--- src/rms_level_meter_db_assert.svh ---
// Assertion macros used by the level meter RTL.
// Included by rlm_back, which checks its own logic; no other dependencies.
`ifndef RMS_LEVEL_METER_DB_ASSERT_SVH
`define RMS_LEVEL_METER_DB_ASSERT_SVH
`ifndef SYNTHESIS
// same-cycle implication, held off while reset is asserted
`define RLM_ASSERT_NOW(label, clk, rstn, ante, cons) \
    label: assert property (@(posedge clk) disable iff (!rstn) (ante) |-> (cons)) \
        else $error("rms_level_meter_db check failed");
// next-cycle implication
`define RLM_ASSERT_NEXT(label, clk, rstn, ante, cons) \
    label: assert property (@(posedge clk) disable iff (!rstn) (ante) |=> (cons)) \
        else $error("rms_level_meter_db check failed");
`else
`define RLM_ASSERT_NOW(label, clk, rstn, ante, cons)
`define RLM_ASSERT_NEXT(label, clk, rstn, ante, cons)
`endif
`endif

--- src/rlm_pkg.sv ---
// Types and constants for the RMS / dBFS level meter.
// No dependencies; imported by every module of the block.
`default_nettype none
package rlm_pkg;
    localparam int          SUM_W          = 35;
    localparam int          COUNT_BITS_DEF = 16;
    localparam int          SAMPLE_W       = 10;
    localparam logic [9:0]  MID_RESET      = 10'd512;
    localparam logic [18:0] DB_K           = 19'd394566;
    localparam logic [15:0] DB_LOWEST      = 16'h8000;
    localparam logic [28:0] LOG_FS_OFS     = 29'd285212672; // log2(512*256) in Q24
    localparam logic        OP_SAMPLE      = 1'b0;
    localparam logic        OP_REPORT      = 1'b1;

    typedef struct packed {
        logic       op;
        logic [9:0] sample;
    } in_t;

    typedef struct packed {
        logic [17:0]        rms_q8;
        logic signed [15:0] level_db_q8;
        logic [15:0]        sample_count;
        logic               empty_res;
        logic               overflowed;
    } out_t;
endpackage
`default_nettype wire

--- src/rlm_front.sv ---
// Front end: midpoint register, sample accumulation, report job issue.
// Depends on rlm_pkg; feeds report jobs to rlm_queue.
`default_nettype none
module rlm_front
    import rlm_pkg::*;
#(
    parameter int COUNT_BITS = COUNT_BITS_DEF
) (
    input  wire logic                          aclk,
    input  wire logic                          aresetn,
    input  wire logic                          cfg_wen,
    input  wire logic [9:0]                    cfg_wdata,
    input  wire logic                          s_valid,
    output logic                               s_ready,
    input  wire in_t                           s_data,
    input  wire logic                          q_full,
    output logic                               q_push,
    output logic [SUM_W+COUNT_BITS:0]          q_data
);
    localparam logic [COUNT_BITS-1:0] COUNT_MAX = {COUNT_BITS{1'b1}};
    localparam logic [SUM_W:0]        SUM_MAX   = {1'b0, {SUM_W{1'b1}}};

    logic [9:0]            mid_reg;
    logic [SUM_W-1:0]      sum_reg, sum_next;
    logic [COUNT_BITS-1:0] cnt_reg, cnt_next;
    logic                  drop_reg, drop_next;
    logic [9:0]            delta;
    logic [19:0]           sq;
    logic [SUM_W:0]        sum_try;
    logic                  take;

    assign s_ready = !q_full;
    assign take    = s_valid && s_ready;
    assign delta   = (s_data.sample >= mid_reg) ? s_data.sample - mid_reg
                                                : mid_reg - s_data.sample;
    assign sq      = delta * delta;
    assign sum_try = {1'b0, sum_reg} + {{(SUM_W-19){1'b0}}, sq};
    assign q_push  = take && (s_data.op == OP_REPORT);
    assign q_data  = {sum_reg, cnt_reg, drop_reg};

    always_comb begin
        sum_next  = sum_reg;
        cnt_next  = cnt_reg;
        drop_next = drop_reg;
        if (take) begin
            if (s_data.op == OP_REPORT) begin
                sum_next  = '0;
                cnt_next  = '0;
                drop_next = 1'b0;
            end else if (cnt_reg >= COUNT_MAX || sum_try > SUM_MAX) begin
                drop_next = 1'b1;
            end else begin
                sum_next = sum_try[SUM_W-1:0];
                cnt_next = cnt_reg + 1'b1;
            end
        end
    end

    always_ff @(posedge aclk) begin
        if (!aresetn) begin
            mid_reg  <= MID_RESET;
            sum_reg  <= '0;
            cnt_reg  <= '0;
            drop_reg <= 1'b0;
        end else begin
            if (cfg_wen) begin
                mid_reg <= cfg_wdata;
            end
            sum_reg  <= sum_next;
            cnt_reg  <= cnt_next;
            drop_reg <= drop_next;
        end
    end
endmodule
`default_nettype wire

--- src/rlm_queue.sv ---
// Two-entry job queue between front end and back end.
// Depends on rlm_pkg only for the default width; width is a parameter.
`default_nettype none
module rlm_queue
    import rlm_pkg::*;
#(
    parameter int W = SUM_W + COUNT_BITS_DEF + 1
) (
    input  wire logic         aclk,
    input  wire logic         aresetn,
    input  wire logic         push,
    input  wire logic [W-1:0] push_data,
    output logic              full,
    input  wire logic         pop,
    output logic              avail,
    output logic [W-1:0]      pop_data
);
    logic [W-1:0] ent_reg [2];
    logic         wp_reg, rp_reg;
    logic [1:0]   cnt_reg;

    assign full     = (cnt_reg == 2'd2);
    assign avail    = (cnt_reg != 2'd0);
    assign pop_data = ent_reg[rp_reg];

    always_ff @(posedge aclk) begin
        if (push) begin
            ent_reg[wp_reg] <= push_data;
        end
    end

    always_ff @(posedge aclk) begin
        if (!aresetn) begin
            wp_reg  <= 1'b0;
            rp_reg  <= 1'b0;
            cnt_reg <= 2'd0;
        end else begin
            if (push) wp_reg <= !wp_reg;
            if (pop)  rp_reg <= !rp_reg;
            cnt_reg <= cnt_reg + {1'b0, push} - {1'b0, pop};
        end
    end
endmodule
`default_nettype wire

--- src/rlm_back.sv ---
// Back end: divide, square root, log2 and dB scaling for one report job.
// Depends on rlm_pkg and rms_level_meter_db_assert.svh; pops jobs from rlm_queue.
`default_nettype none
`include "rms_level_meter_db_assert.svh"
module rlm_back
    import rlm_pkg::*;
#(
    parameter int COUNT_BITS = COUNT_BITS_DEF
) (
    input  wire logic                         aclk,
    input  wire logic                         aresetn,
    input  wire logic                         job_avail,
    input  wire logic [SUM_W+COUNT_BITS:0]    job_data,
    output logic                              job_pop,
    output logic                              m_valid,
    input  wire logic                         m_ready,
    output out_t                              m_data
);
    localparam int DVD_W = SUM_W + 16;
    localparam int XW    = (COUNT_BITS > 16) ? COUNT_BITS : 16;

    typedef enum logic [7:0] {
        ST_IDLE = 8'b0000_0001,
        ST_DIV  = 8'b0000_0010,
        ST_SQRT = 8'b0000_0100,
        ST_NORM = 8'b0000_1000,
        ST_LOG  = 8'b0001_0000,
        ST_MUL  = 8'b0010_0000,
        ST_RND  = 8'b0100_0000,
        ST_DONE = 8'b1000_0000
    } state_t;

    state_t                state_reg;
    logic [COUNT_BITS-1:0] cnt_reg;
    logic                  drop_reg, empty_reg;
    logic [COUNT_BITS:0]   rem_reg;
    logic [DVD_W-1:0]      dvd_reg;
    logic [5:0]            it_reg;
    logic [51:0]           src_reg;
    logic [28:0]           srem_reg;
    logic [25:0]           root_reg;
    logic [30:0]           m_reg;
    logic [4:0]            e_reg;
    logic [23:0]           frac_reg;
    logic                  pos_reg;
    logic [47:0]           prod_reg;
    logic [17:0]           rms_reg;
    logic [15:0]           level_reg;
    logic                  out_valid_reg;
    out_t                  out_reg;

    logic [SUM_W-1:0]      job_sum;
    logic [COUNT_BITS-1:0] job_cnt;
    logic                  job_drop;
    logic [COUNT_BITS:0]   rem_sh;
    logic                  dge;
    logic [DVD_W-1:0]      dvd_shift;
    logic [28:0]           s_sh, s_trial;
    logic                  sge;
    logic [25:0]           root_shift;
    logic [61:0]           sqv;
    logic                  lbit;
    logic [28:0]           lg, mag;
    logic [47:0]           rsum;
    logic [15:0]           rnd;
    logic [XW-1:0]         cnt_x;
    logic [15:0]           cnt_sat;
    logic                  out_free;

    assign {job_sum, job_cnt, job_drop} = job_data;

    assign rem_sh     = {rem_reg[COUNT_BITS-1:0], dvd_reg[DVD_W-1]};
    assign dge        = rem_sh >= {1'b0, cnt_reg};
    assign dvd_shift  = {dvd_reg[DVD_W-2:0], dge};
    assign s_sh       = {srem_reg[26:0], src_reg[51:50]};
    assign s_trial    = {1'b0, root_reg, 2'b01};
    assign sge        = s_sh >= s_trial;
    assign root_shift = {root_reg[24:0], sge};
    assign sqv        = m_reg * m_reg;
    assign lbit       = sqv[61];
    assign lg         = {e_reg, frac_reg};
    assign mag        = (lg >= LOG_FS_OFS) ? lg - LOG_FS_OFS : LOG_FS_OFS - lg;
    assign rsum       = prod_reg + 48'h0000_8000_0000;
    assign rnd        = rsum[47:32];
    assign cnt_x      = XW'(cnt_reg);
    assign cnt_sat    = (cnt_x > XW'(16'hFFFF)) ? 16'hFFFF : cnt_x[15:0];
    assign out_free   = !out_valid_reg || m_ready;
    assign job_pop    = (state_reg == ST_IDLE) && job_avail;
    assign m_valid    = out_valid_reg;
    assign m_data     = out_reg;

    always_ff @(posedge aclk) begin
        if (!aresetn) begin
            state_reg     <= ST_IDLE;
            out_valid_reg <= 1'b0;
        end else begin
            if (state_reg == ST_DONE && out_free) begin
                out_valid_reg <= 1'b1;
            end else if (out_valid_reg && m_ready) begin
                out_valid_reg <= 1'b0;
            end
            unique case (state_reg)
                ST_IDLE: begin
                    if (job_avail) begin
                        cnt_reg   <= job_cnt;
                        drop_reg  <= job_drop;
                        empty_reg <= (job_cnt == '0);
                        dvd_reg   <= {job_sum, 16'h0000};
                        rem_reg   <= '0;
                        it_reg    <= 6'(DVD_W - 1);
                        rms_reg   <= '0;
                        level_reg <= DB_LOWEST;
                        state_reg <= (job_cnt == '0) ? ST_DONE : ST_DIV;
                    end
                end
                ST_DIV: begin
                    rem_reg <= dge ? rem_sh - {1'b0, cnt_reg} : rem_sh;
                    dvd_reg <= dvd_shift;
                    it_reg  <= it_reg - 1'b1;
                    if (it_reg == '0) begin
                        src_reg   <= {1'b0, dvd_shift};
                        srem_reg  <= '0;
                        root_reg  <= '0;
                        it_reg    <= 6'd25;
                        state_reg <= ST_SQRT;
                    end
                end
                ST_SQRT: begin
                    srem_reg <= sge ? s_sh - s_trial : s_sh;
                    root_reg <= root_shift;
                    src_reg  <= {src_reg[49:0], 2'b00};
                    it_reg   <= it_reg - 1'b1;
                    if (it_reg == '0) begin
                        rms_reg   <= root_shift[17:0];
                        m_reg     <= {13'h0000, root_shift[17:0]};
                        e_reg     <= 5'd30;
                        state_reg <= (root_shift[17:0] == '0) ? ST_DONE : ST_NORM;
                    end
                end
                ST_NORM: begin
                    // left-justify the mantissa to Q30
                    if (m_reg[30]) begin
                        frac_reg  <= '0;
                        it_reg    <= 6'd23;
                        state_reg <= ST_LOG;
                    end else begin
                        m_reg <= {m_reg[29:0], 1'b0};
                        e_reg <= e_reg - 1'b1;
                    end
                end
                ST_LOG: begin
                    // square, then halve when the mantissa reaches two
                    m_reg    <= lbit ? sqv[61:31] : sqv[60:30];
                    frac_reg <= {frac_reg[22:0], lbit};
                    it_reg   <= it_reg - 1'b1;
                    if (it_reg == '0) begin
                        state_reg <= ST_MUL;
                    end
                end
                ST_MUL: begin
                    pos_reg   <= (lg >= LOG_FS_OFS);
                    prod_reg  <= {19'd0, mag} * {29'd0, DB_K};
                    state_reg <= ST_RND;
                end
                ST_RND: begin
                    level_reg <= pos_reg ? rnd : 16'h0000 - rnd;
                    state_reg <= ST_DONE;
                end
                ST_DONE: begin
                    if (out_free) begin
                        out_reg.rms_q8       <= rms_reg;
                        out_reg.level_db_q8  <= level_reg;
                        out_reg.sample_count <= cnt_sat;
                        out_reg.empty_res    <= empty_reg;
                        out_reg.overflowed   <= drop_reg;
                        state_reg            <= ST_IDLE;
                    end
                end
                default: begin
                    state_reg <= ST_IDLE;
                end
            endcase
        end
    end

    `RLM_ASSERT_NOW(a_empty_result, aclk, aresetn, out_valid_reg && out_reg.empty_res, out_reg.rms_q8 == '0 && out_reg.level_db_q8 == DB_LOWEST && out_reg.sample_count == '0)
    `RLM_ASSERT_NOW(a_zero_rms_lowest, aclk, aresetn, out_valid_reg && out_reg.rms_q8 == '0, out_reg.level_db_q8 == DB_LOWEST)
    `RLM_ASSERT_NEXT(a_job_taken, aclk, aresetn, job_pop, state_reg != ST_IDLE)
endmodule
`default_nettype wire

--- src/rms_level_meter_db.sv ---
// Top level of the RMS / dBFS level meter.
// Depends on rlm_pkg, rlm_front, rlm_queue and rlm_back.
`default_nettype none
// Sample words (op = 0) are centered on the midpoint register, squared and
// summed, so samples stream at one per clock while the job queue is not
// full. A report word (op = 1) snapshots the sum, count and drop flag into
// a two-entry job queue and clears them in the same cycle; the back end then
// works through the job serially: a job pickup, a restoring divide, a
// bit-pair square root, a mantissa normalize, a 24-step log2 by repeated
// squaring on one 31x31 multiplier, and dB scaling, rounding and output
// load (an empty report skips to the output load from pickup, a zero rms from
// the square root). The front stalls only when two reports are queued behind
// the one being computed. The result word sits in an output register, so the
// back end works on the next report while it waits, up to its output load.
module rms_level_meter_db
    import rlm_pkg::*;
#(
    parameter int COUNT_BITS = COUNT_BITS_DEF
) (
    input  wire logic       aclk,
    input  wire logic       aresetn,
    input  wire logic       cfg_wen,
    input  wire logic [9:0] cfg_wdata,
    input  wire logic       s_valid,
    output logic            s_ready,
    input  wire in_t        s_data,
    output logic            m_valid,
    input  wire logic       m_ready,
    output out_t            m_data
);
    localparam int JOB_W = SUM_W + COUNT_BITS + 1;

    logic             q_push, q_full, q_pop, q_avail;
    logic [JOB_W-1:0] q_wdata, q_rdata;

    rlm_front #(.COUNT_BITS(COUNT_BITS)) u_front (
        .aclk      (aclk),
        .aresetn   (aresetn),
        .cfg_wen   (cfg_wen),
        .cfg_wdata (cfg_wdata),
        .s_valid   (s_valid),
        .s_ready   (s_ready),
        .s_data    (s_data),
        .q_full    (q_full),
        .q_push    (q_push),
        .q_data    (q_wdata)
    );

    rlm_queue #(.W(JOB_W)) u_queue (
        .aclk      (aclk),
        .aresetn   (aresetn),
        .push      (q_push),
        .push_data (q_wdata),
        .full      (q_full),
        .pop       (q_pop),
        .avail     (q_avail),
        .pop_data  (q_rdata)
    );

    rlm_back #(.COUNT_BITS(COUNT_BITS)) u_back (
        .aclk      (aclk),
        .aresetn   (aresetn),
        .job_avail (q_avail),
        .job_data  (q_rdata),
        .job_pop   (q_pop),
        .m_valid   (m_valid),
        .m_ready   (m_ready),
        .m_data    (m_data)
    );
endmodule
`default_nettype wire
--- config.mk ---
export PLATFORM = sky130hd
export DESIGN_NAME = rms_level_meter_db
export DESIGN_NICKNAME = d
export VERILOG_FILES = /design/src/rlm_pkg.sv /design/src/rlm_front.sv /design/src/rlm_queue.sv /design/src/rlm_back.sv /design/src/rms_level_meter_db.sv
export VERILOG_INCLUDE_DIRS = /design/src /design/src/src
export SDC_FILE = /design/constraint.sdc
export NUM_CORES = 2
export LEC_CHECK = 0
export BUFFER_PORTS_ARGS = -buffer_cell sky130_fd_sc_hd__buf_2
export CORE_MARGIN = 10
export CORE_UTILIZATION = 36
export DETAILED_ROUTE_END_ITERATION = 7
export SKIP_LAST_GASP = 1
export SYNTH_ARGS = -nofsm -noshare
export SYNTH_HDL_FRONTEND = slang
export SYNTH_SLANG_ARGS = --single-unit
--- constraint.sdc ---
create_clock -name aclk -period 24 [get_ports aclk]
set_input_delay 3.6 -clock aclk [delete_from_list [all_inputs] [get_ports aclk]]
set_output_delay 3.6 -clock aclk [all_outputs]
set_load 0.05 [all_outputs]
* Word level (Yosys, flattened, before mapping) *
Memory sizes are Yosys's and may differ from the RTL's. A register that Yosys moved wholly into a read port is not among the register bits.
Index checks and enable logic that the tools add are counted.

storage, ports and cells
  logic and storage cells = 168
  bits in writable memories = 104
  flip-flop bits (word level) = 465
  output and inout bits = 54
  memories = 1
  bits of input ports = 26

operators by class
  multiplexer cells = 54
  add/subtract/negate cells = 14
  $mul = 3
  reduce and logical (&&, ||, !) cells = 41
  magnitude comparators = 7
  equality and inequality tests = 17

memory list
  memory           depth  width  read ports  clocked after memory_dff  wr ports  RTL line         text
  u_queue.ent_reg  2      52     1           1                         1         rlm_queue.sv:18  logic [W-1:0] ent_reg [2];

operators with widths
  kind                                                                    count
  52-bit case mux with 2 select lines                                     1
  51-bit case mux with 2 select lines                                     1
  16-bit 2-to-1 mux                                                       6
  31-bit 2-to-1 mux                                                       3
  31-bit case mux with 3 select lines                                     1
  35-bit 2-to-1 mux                                                       2
  8-bit 2-to-1 mux                                                        8
  16-bit case mux with 2 select lines                                     2
  8-bit case mux with 8 select lines                                      1
  31-bit by 31-bit multiplier with 62-bit output                          1
  27-bit 2-to-1 mux                                                       2
  27-bit case mux with 2 select lines                                     1
  52-bit 2-to-1 mux                                                       1
  26-bit case mux with 2 select lines                                     1
  51-bit 2-to-1 mux                                                       1
  48-bit by 32-bit adder with 48-bit output, second input constant        1
  24-bit case mux with 2 select lines                                     1
  29-bit by 18-bit multiplier with 47-bit output, second input constant   1
  35-bit by 20-bit adder with 36-bit output                               1
  36-bit by 35-bit > comparator with 1-bit output, second input constant  1
  18-bit 2-to-1 mux                                                       2
  18-bit case mux with 2 select lines                                     1
  29-bit by 28-bit greater-or-equal comparator with 1-bit output          1
  29-bit greater-or-equal comparator, second input constant               1
  50 further kinds                                                        94

* Logic depth before layout (Yosys ltp) *
  depth after elaboration = 8
  depth in mapped cells = 39

* Modules after synthesis *
From an unflattened synthesis, not the netlist that was laid out.

unflattened totals
  cell total of the unflattened synthesis = 6308
  area total of the unflattened synthesis = 63360.8 µm²

by module, submodules not included
  module     instances  sequential area each (µm²)  cells each  area each (µm²)
  rlm_back   1          10990.5                     5240        51779.7
  rlm_front  1          1241.2                      885         7345.8
  rlm_queue  1          3223.1                      183         4235.3

* Worst setup path before layout *
Ideal clock, no wire load.

  kind = input to register
  start = input port s_data[0] in the netlist's numbering
  end = register u_front.sum_reg[10]
  required time = 23.872 ns
  data arrival time = 11.600 ns
  buffers on the path = 3
  cell stages on the path = 37
  path slack = 12.273 ns
  cell sequence = inv_1 > ha_1 > inv_1 > fa_1 > a21o_1 > a2111oi_0 > o41a_1 > o21ai_1 > buf_6 > mux2_4 > a221o_1 > nand2_1 > nand2_1 > a21boi_2 > xnor2_1 > buf_2 > nor2_1 > fa_1 > fa_1 > inv_1 > fa_1 > inv_1 > fa_1 > inv_1 > fa_1 > inv_1 > ha_1 > and3_1 > nand2_1 > o311ai_1 > a221oi_2 > o311a_1 > o21ai_1 > clkbuf_1 > nor3_1 > a21oi_1 > nor2_1

on the way
  longest elaborated chain between the ends = 8

RTL lines
  what                                                RTL line                  text
  start: declaration                                  rms_level_meter_db.sv:26  input wire in_t s_data,
  10-bit subtractor (tied with other cells)           rlm_front.sv:35           : mid_reg - s_data.sample;
  10-bit 2-to-1 mux (*)                               rlm_front.sv:34           assign delta = (s_data.sample >= mid_reg) ? s_data.sample - mid_reg
  10-bit by 10-bit multiplier with 20-bit output (*)  rlm_front.sv:36           assign sq = delta * delta;
  35-bit by 20-bit adder with 36-bit output (*)       rlm_front.sv:37           assign sum_try = {1'b0, sum_reg} + {{(SUM_W-19){1'b0}}, sq};
  36-bit by 35-bit > comparator with 1-bit output     rlm_front.sv:50           end else if (cnt_reg >= COUNT_MAX || sum_try > SUM_MAX) begin
  1-bit logical OR                                    rlm_front.sv:50
  2-bit inequality test (no source line)              --
  2-bit AND reduction (no source line)                --
  end signal: assignment                              rlm_front.sv:69           sum_reg <= sum_next;
  end: declaration                                    rlm_front.sv:24           logic [SUM_W-1:0] sum_reg, sum_next;

Every way passes the cells marked *; elsewhere a longest branch is shown, timed or not. The select of a mux whose other input is x is not followed.
A chain may end at the register's enable or synchronous reset.

* Worst setup path after layout *
  start = input port s_data[0] in the netlist's numbering
  end = register u_front.sum_reg[30]

Same word-level chain as after synthesis.

==> impl_metrics.json <==
{
  "start_kind": "input pin",
  "postLayoutSetupSlackWorst_ns": 11.05,
  "r2r-end": "u_front.sum_reg[30]",
  "synth_xor_area_frac": 0.0304,
  "core_area_sq_um": 169000,
  "crit_top_cell": "fa_1",
  "fin_cells": 8341,
  "die_height_um": 433,
  "rsz0062_at_grt": "false",
  "endpoint_kind": "flip-flop",
  "drt-total-wl_mm": 146,
  "max-slew-margin-rel": 0.176,
  "fin_crit_sh": 0.539,
  "synth_seq_cells": 540,
  "post-route-drc-count": 0,
  "ys_warn_count": 0,
  "max-clock-path-buffers": 3,
  "ant_nets": 0,
  "die_x_um": 433,
  "antenna_found_initial": 0,
  "cp.required_ns": 24.50,
  "synthCells": 6049,
  "internal-power_mw": 2.54,
  "cp_slowest_cell": "o21ai_1",
  "seqPwrFrac": 0.279,
  "clockRootBuffer": "clkbuf_16",
  "drive_gt1_frac": 0.0503,
  "ctsResizeCount": 0,
  "crit_start": "s_data[0]",
  "worstPathArrival_ns": 13.45,
  "peakVddDrop_mv": 0.218,
  "vias_per_cell": 4.90,
  "status": "complete, no violations",
  "synth_area_per_cell_sq_um": 10.1,
  "area_growth_pct": 8.17,
  "synth_simple_gate_area_frac": 0.112,
  "reg2reg_depth": 30,
  "fp-row-count": 151,
  "io_buffer_count": 79,
  "preCtsSetupSlack_ns": 10.30,
  "ys_types": 75,
  "skew_ns": 0.0464,
  "critPathKind": "input pin to flip-flop",
  "p_sw_mw": 1.65,
  "mostFrequentLayoutCells": "1346 x inv_1, 930 x fa_1, 608 x ha_1, 583 x nand2_1, 464 x edfxtp_1",
  "tightest_slew_ns": 1.23,
  "synthMuxAreaShare": 0.0179,
  "cts_buffers": 56,
  "cts_tree": "yes",
  "dieArea_sq_um": 187000,
  "r2r-start": "u_front.mid_reg[0]",
  "setup_tns_ns": 0,
  "gp_congestion": 0.875,
  "largest_reg_flops": 104,
  "dr.first_iter.drc_count": 2295,
  "drv_cap": 0,
  "clk_pin_slew_worst_paths_ns": 0.06,
  "hold_viol": 0,
  "grt_pass1_vias": 44200,
  "synth_top_family_by_area": "adder cells",
  "fin_nets": 7637,
  "htree_levels": 2,
  "final_common_cell": "inv_1",
  "p_leak_nw": 32.2,
  "ys.flop_type": "edfxtp_1",
  "p_comb_frac": 0.503,
  "clk_latency_ns": 0.65,
  "netlist_area_sq_um": 61300,
  "ys_seq_area_frac": 0.252,
  "yosys.area_share.adder": 0.428,
  "hold_class": "flip-flop to flip-flop",
  "placed_cells_incl_taps": 8233,
  "pwr_density_cell_nw_per_um2": 63.1,
  "synth_compound_area_frac": 0.0652,
  "finalSetupViolCount": 0,
  "cts_sinks": 540,
  "grt_pass1_wl_mm": 238,
  "pwr-share-clk": 0.218,
  "critPathMaxFanout": 31,
  "async_flop_share": 0,
  "hold_buffers": 0,
  "fmax_mhz": 77.2,
  "crit_end": "u_front.sum_reg[30]",
  "initial_core_util": 0.362,
  "grt.total_usage": 0.157,
  "avgRoutedWirePerCell_um": 17.5,
  "fin_crit_ns": 12.95,
  "dr.pass1.iters": 7,
  "grt_max_degree": 106,
  "hpwlAfterDp_mm": 114,
  "synth-edff-count": 464,
  "p_sw_frac": 0.395,
  "finalMaxSlewViolations": 0,
  "synth_fp_nets": 7613,
  "nFillCells": 16700,
  "rrSetupSlack_ns": 13.80,
  "io_pins": 80,
  "cts_setup_buffers": 0,
  "crit_path_max_incr_delay_ns": 0.86,
  "vias": 40900,
  "grt_overflow_total": 0
}
area by class of cell:
cell class / instances / area [sq um] / area share
Timing Repair Buffer: 148 / 913 / 0.0138
Antenna cell: 2 / 5.00 / 0.0000754
Tap cell: 2218 / 2780 / 0.0418
Inverter: 1355 / 5090 / 0.0767
Multi-Input combinational cell: 3972 / 40200 / 0.606
Clock buffer: 70 / 1520 / 0.0228
Sequential cell: 540 / 15500 / 0.233
Clock inverter: 36 / 409 / 0.00617
power by group through the flow:
stage	Clock, mW	Combinational (mW)	Sequential, mW
final	0.911	2.11	1.17
after global routing	0.972	2.44	1.18
after CTS	0.940	2.14	1.17
after detailed placement	0	2.13	1.19
after global placement	0	2.10	1.19
after floorplan	0	1.75	1.17
per-layer routing:
| layer | track usage | share of wire |
|---|---|---|
| met1 | 0.199 | 0.42 |
| met3 | 0.0176 | 0.040 |
| met4 | 0.0468 | 0.033 |
| met5 | 0 | 0 |
| met2 | 0.281 | 0.50 |
per-stage QoR:
stage	utilization	total power [mW]	cell area, sq um	hold slack [ns]
after CTS	0.391	4.25	66300	0.415
after floorplan	-	2.92	61300	0.400
final	0.391	4.19	66300	0.414
after global placement	0.380	3.29	64400	0.405
after detailed placement	0.380	3.33	64400	0.405
after global routing	0.391	4.59	66300	0.425
kinds of logic (layout without fill, tap and decap cells):
family          Yosys count  after routing
mux                     107            107
xor+xnor                213            213
compound gates          620            620
fa+ha+maj              1538           1538
other cells               0              2
buf+inv                1537           1609
flops                   540            540
simple gates           1494           1494
worst min path at each step:
stage,end,depth (start not counted),startpoint
3_5_place_dp,u_back.m_data[30],0,u_back.level_reg[12]
2_1_floorplan,u_back.m_data[0],0,u_back.drop_reg
3_3_place_gp,u_back.m_data[1],0,u_back.empty_reg
5_1_grt,u_back.m_data[32],0,u_back.level_reg[14]
6_report,u_back.m_data[33],0,u_back.level_reg[15]
4_1_cts,u_back.m_data[33],0,u_back.level_reg[15]
Yosys cell counts, types with 10 or more instances:
library cell | count | share of area
o211ai_1 | 15 | 0.0018
dfxtp_1 | 76 | 0.025
o31ai_1 | 10 | 0.0012
nand4_1 | 32 | 0.0033
mux2_2 | 19 | 0.0035
xor2_1 | 97 | 0.014
a22oi_1 | 26 | 0.0032
and2_1 | 225 | 0.023
nand2b_1 | 29 | 0.0030
nor2b_1 | 20 | 0.0020
o21ai_0 | 138 | 0.011
edfxtp_1 | 464 | 0.23
mux2i_1 | 87 | 0.014
nor3_1 | 50 | 0.0041
nand2_1 | 583 | 0.036
clkbuf_1 | 168 | 0.010
fa_1 | 930 | 0.30
a211oi_1 | 19 | 0.0023
xnor2_1 | 116 | 0.017
a21oi_1 | 167 | 0.014
or2_2 | 17 | 0.0017
or3_1 | 14 | 0.0014
and4_1 | 15 | 0.0021
nor4_1 | 18 | 0.0018
a31oi_1 | 23 | 0.0023
nor2_1 | 374 | 0.023
o21bai_1 | 20 | 0.0024
o21a_1 | 26 | 0.0032
nand3_1 | 61 | 0.0050
and3_1 | 27 | 0.0028
inv_1 | 1346 | 0.082
a21o_1 | 79 | 0.0097
ha_1 | 608 | 0.12
worst max-delay path: cells and delay by family:
| family | cells | cell delay, ns |
|---|---|---|
| muxes | 1 | 0.42 |
| and+or+nand+nor | 5 | 1.17 |
| adders and majority gates | 7 | 3.22 |
| AOI/OAI and AO/OA | 11 | 3.28 |
| buffers and inverters | 5 | 0.50 |
| xor gates and xnor gates | 3 | 1.22 |
Note: power is estimated with default switching activity, not from simulation.
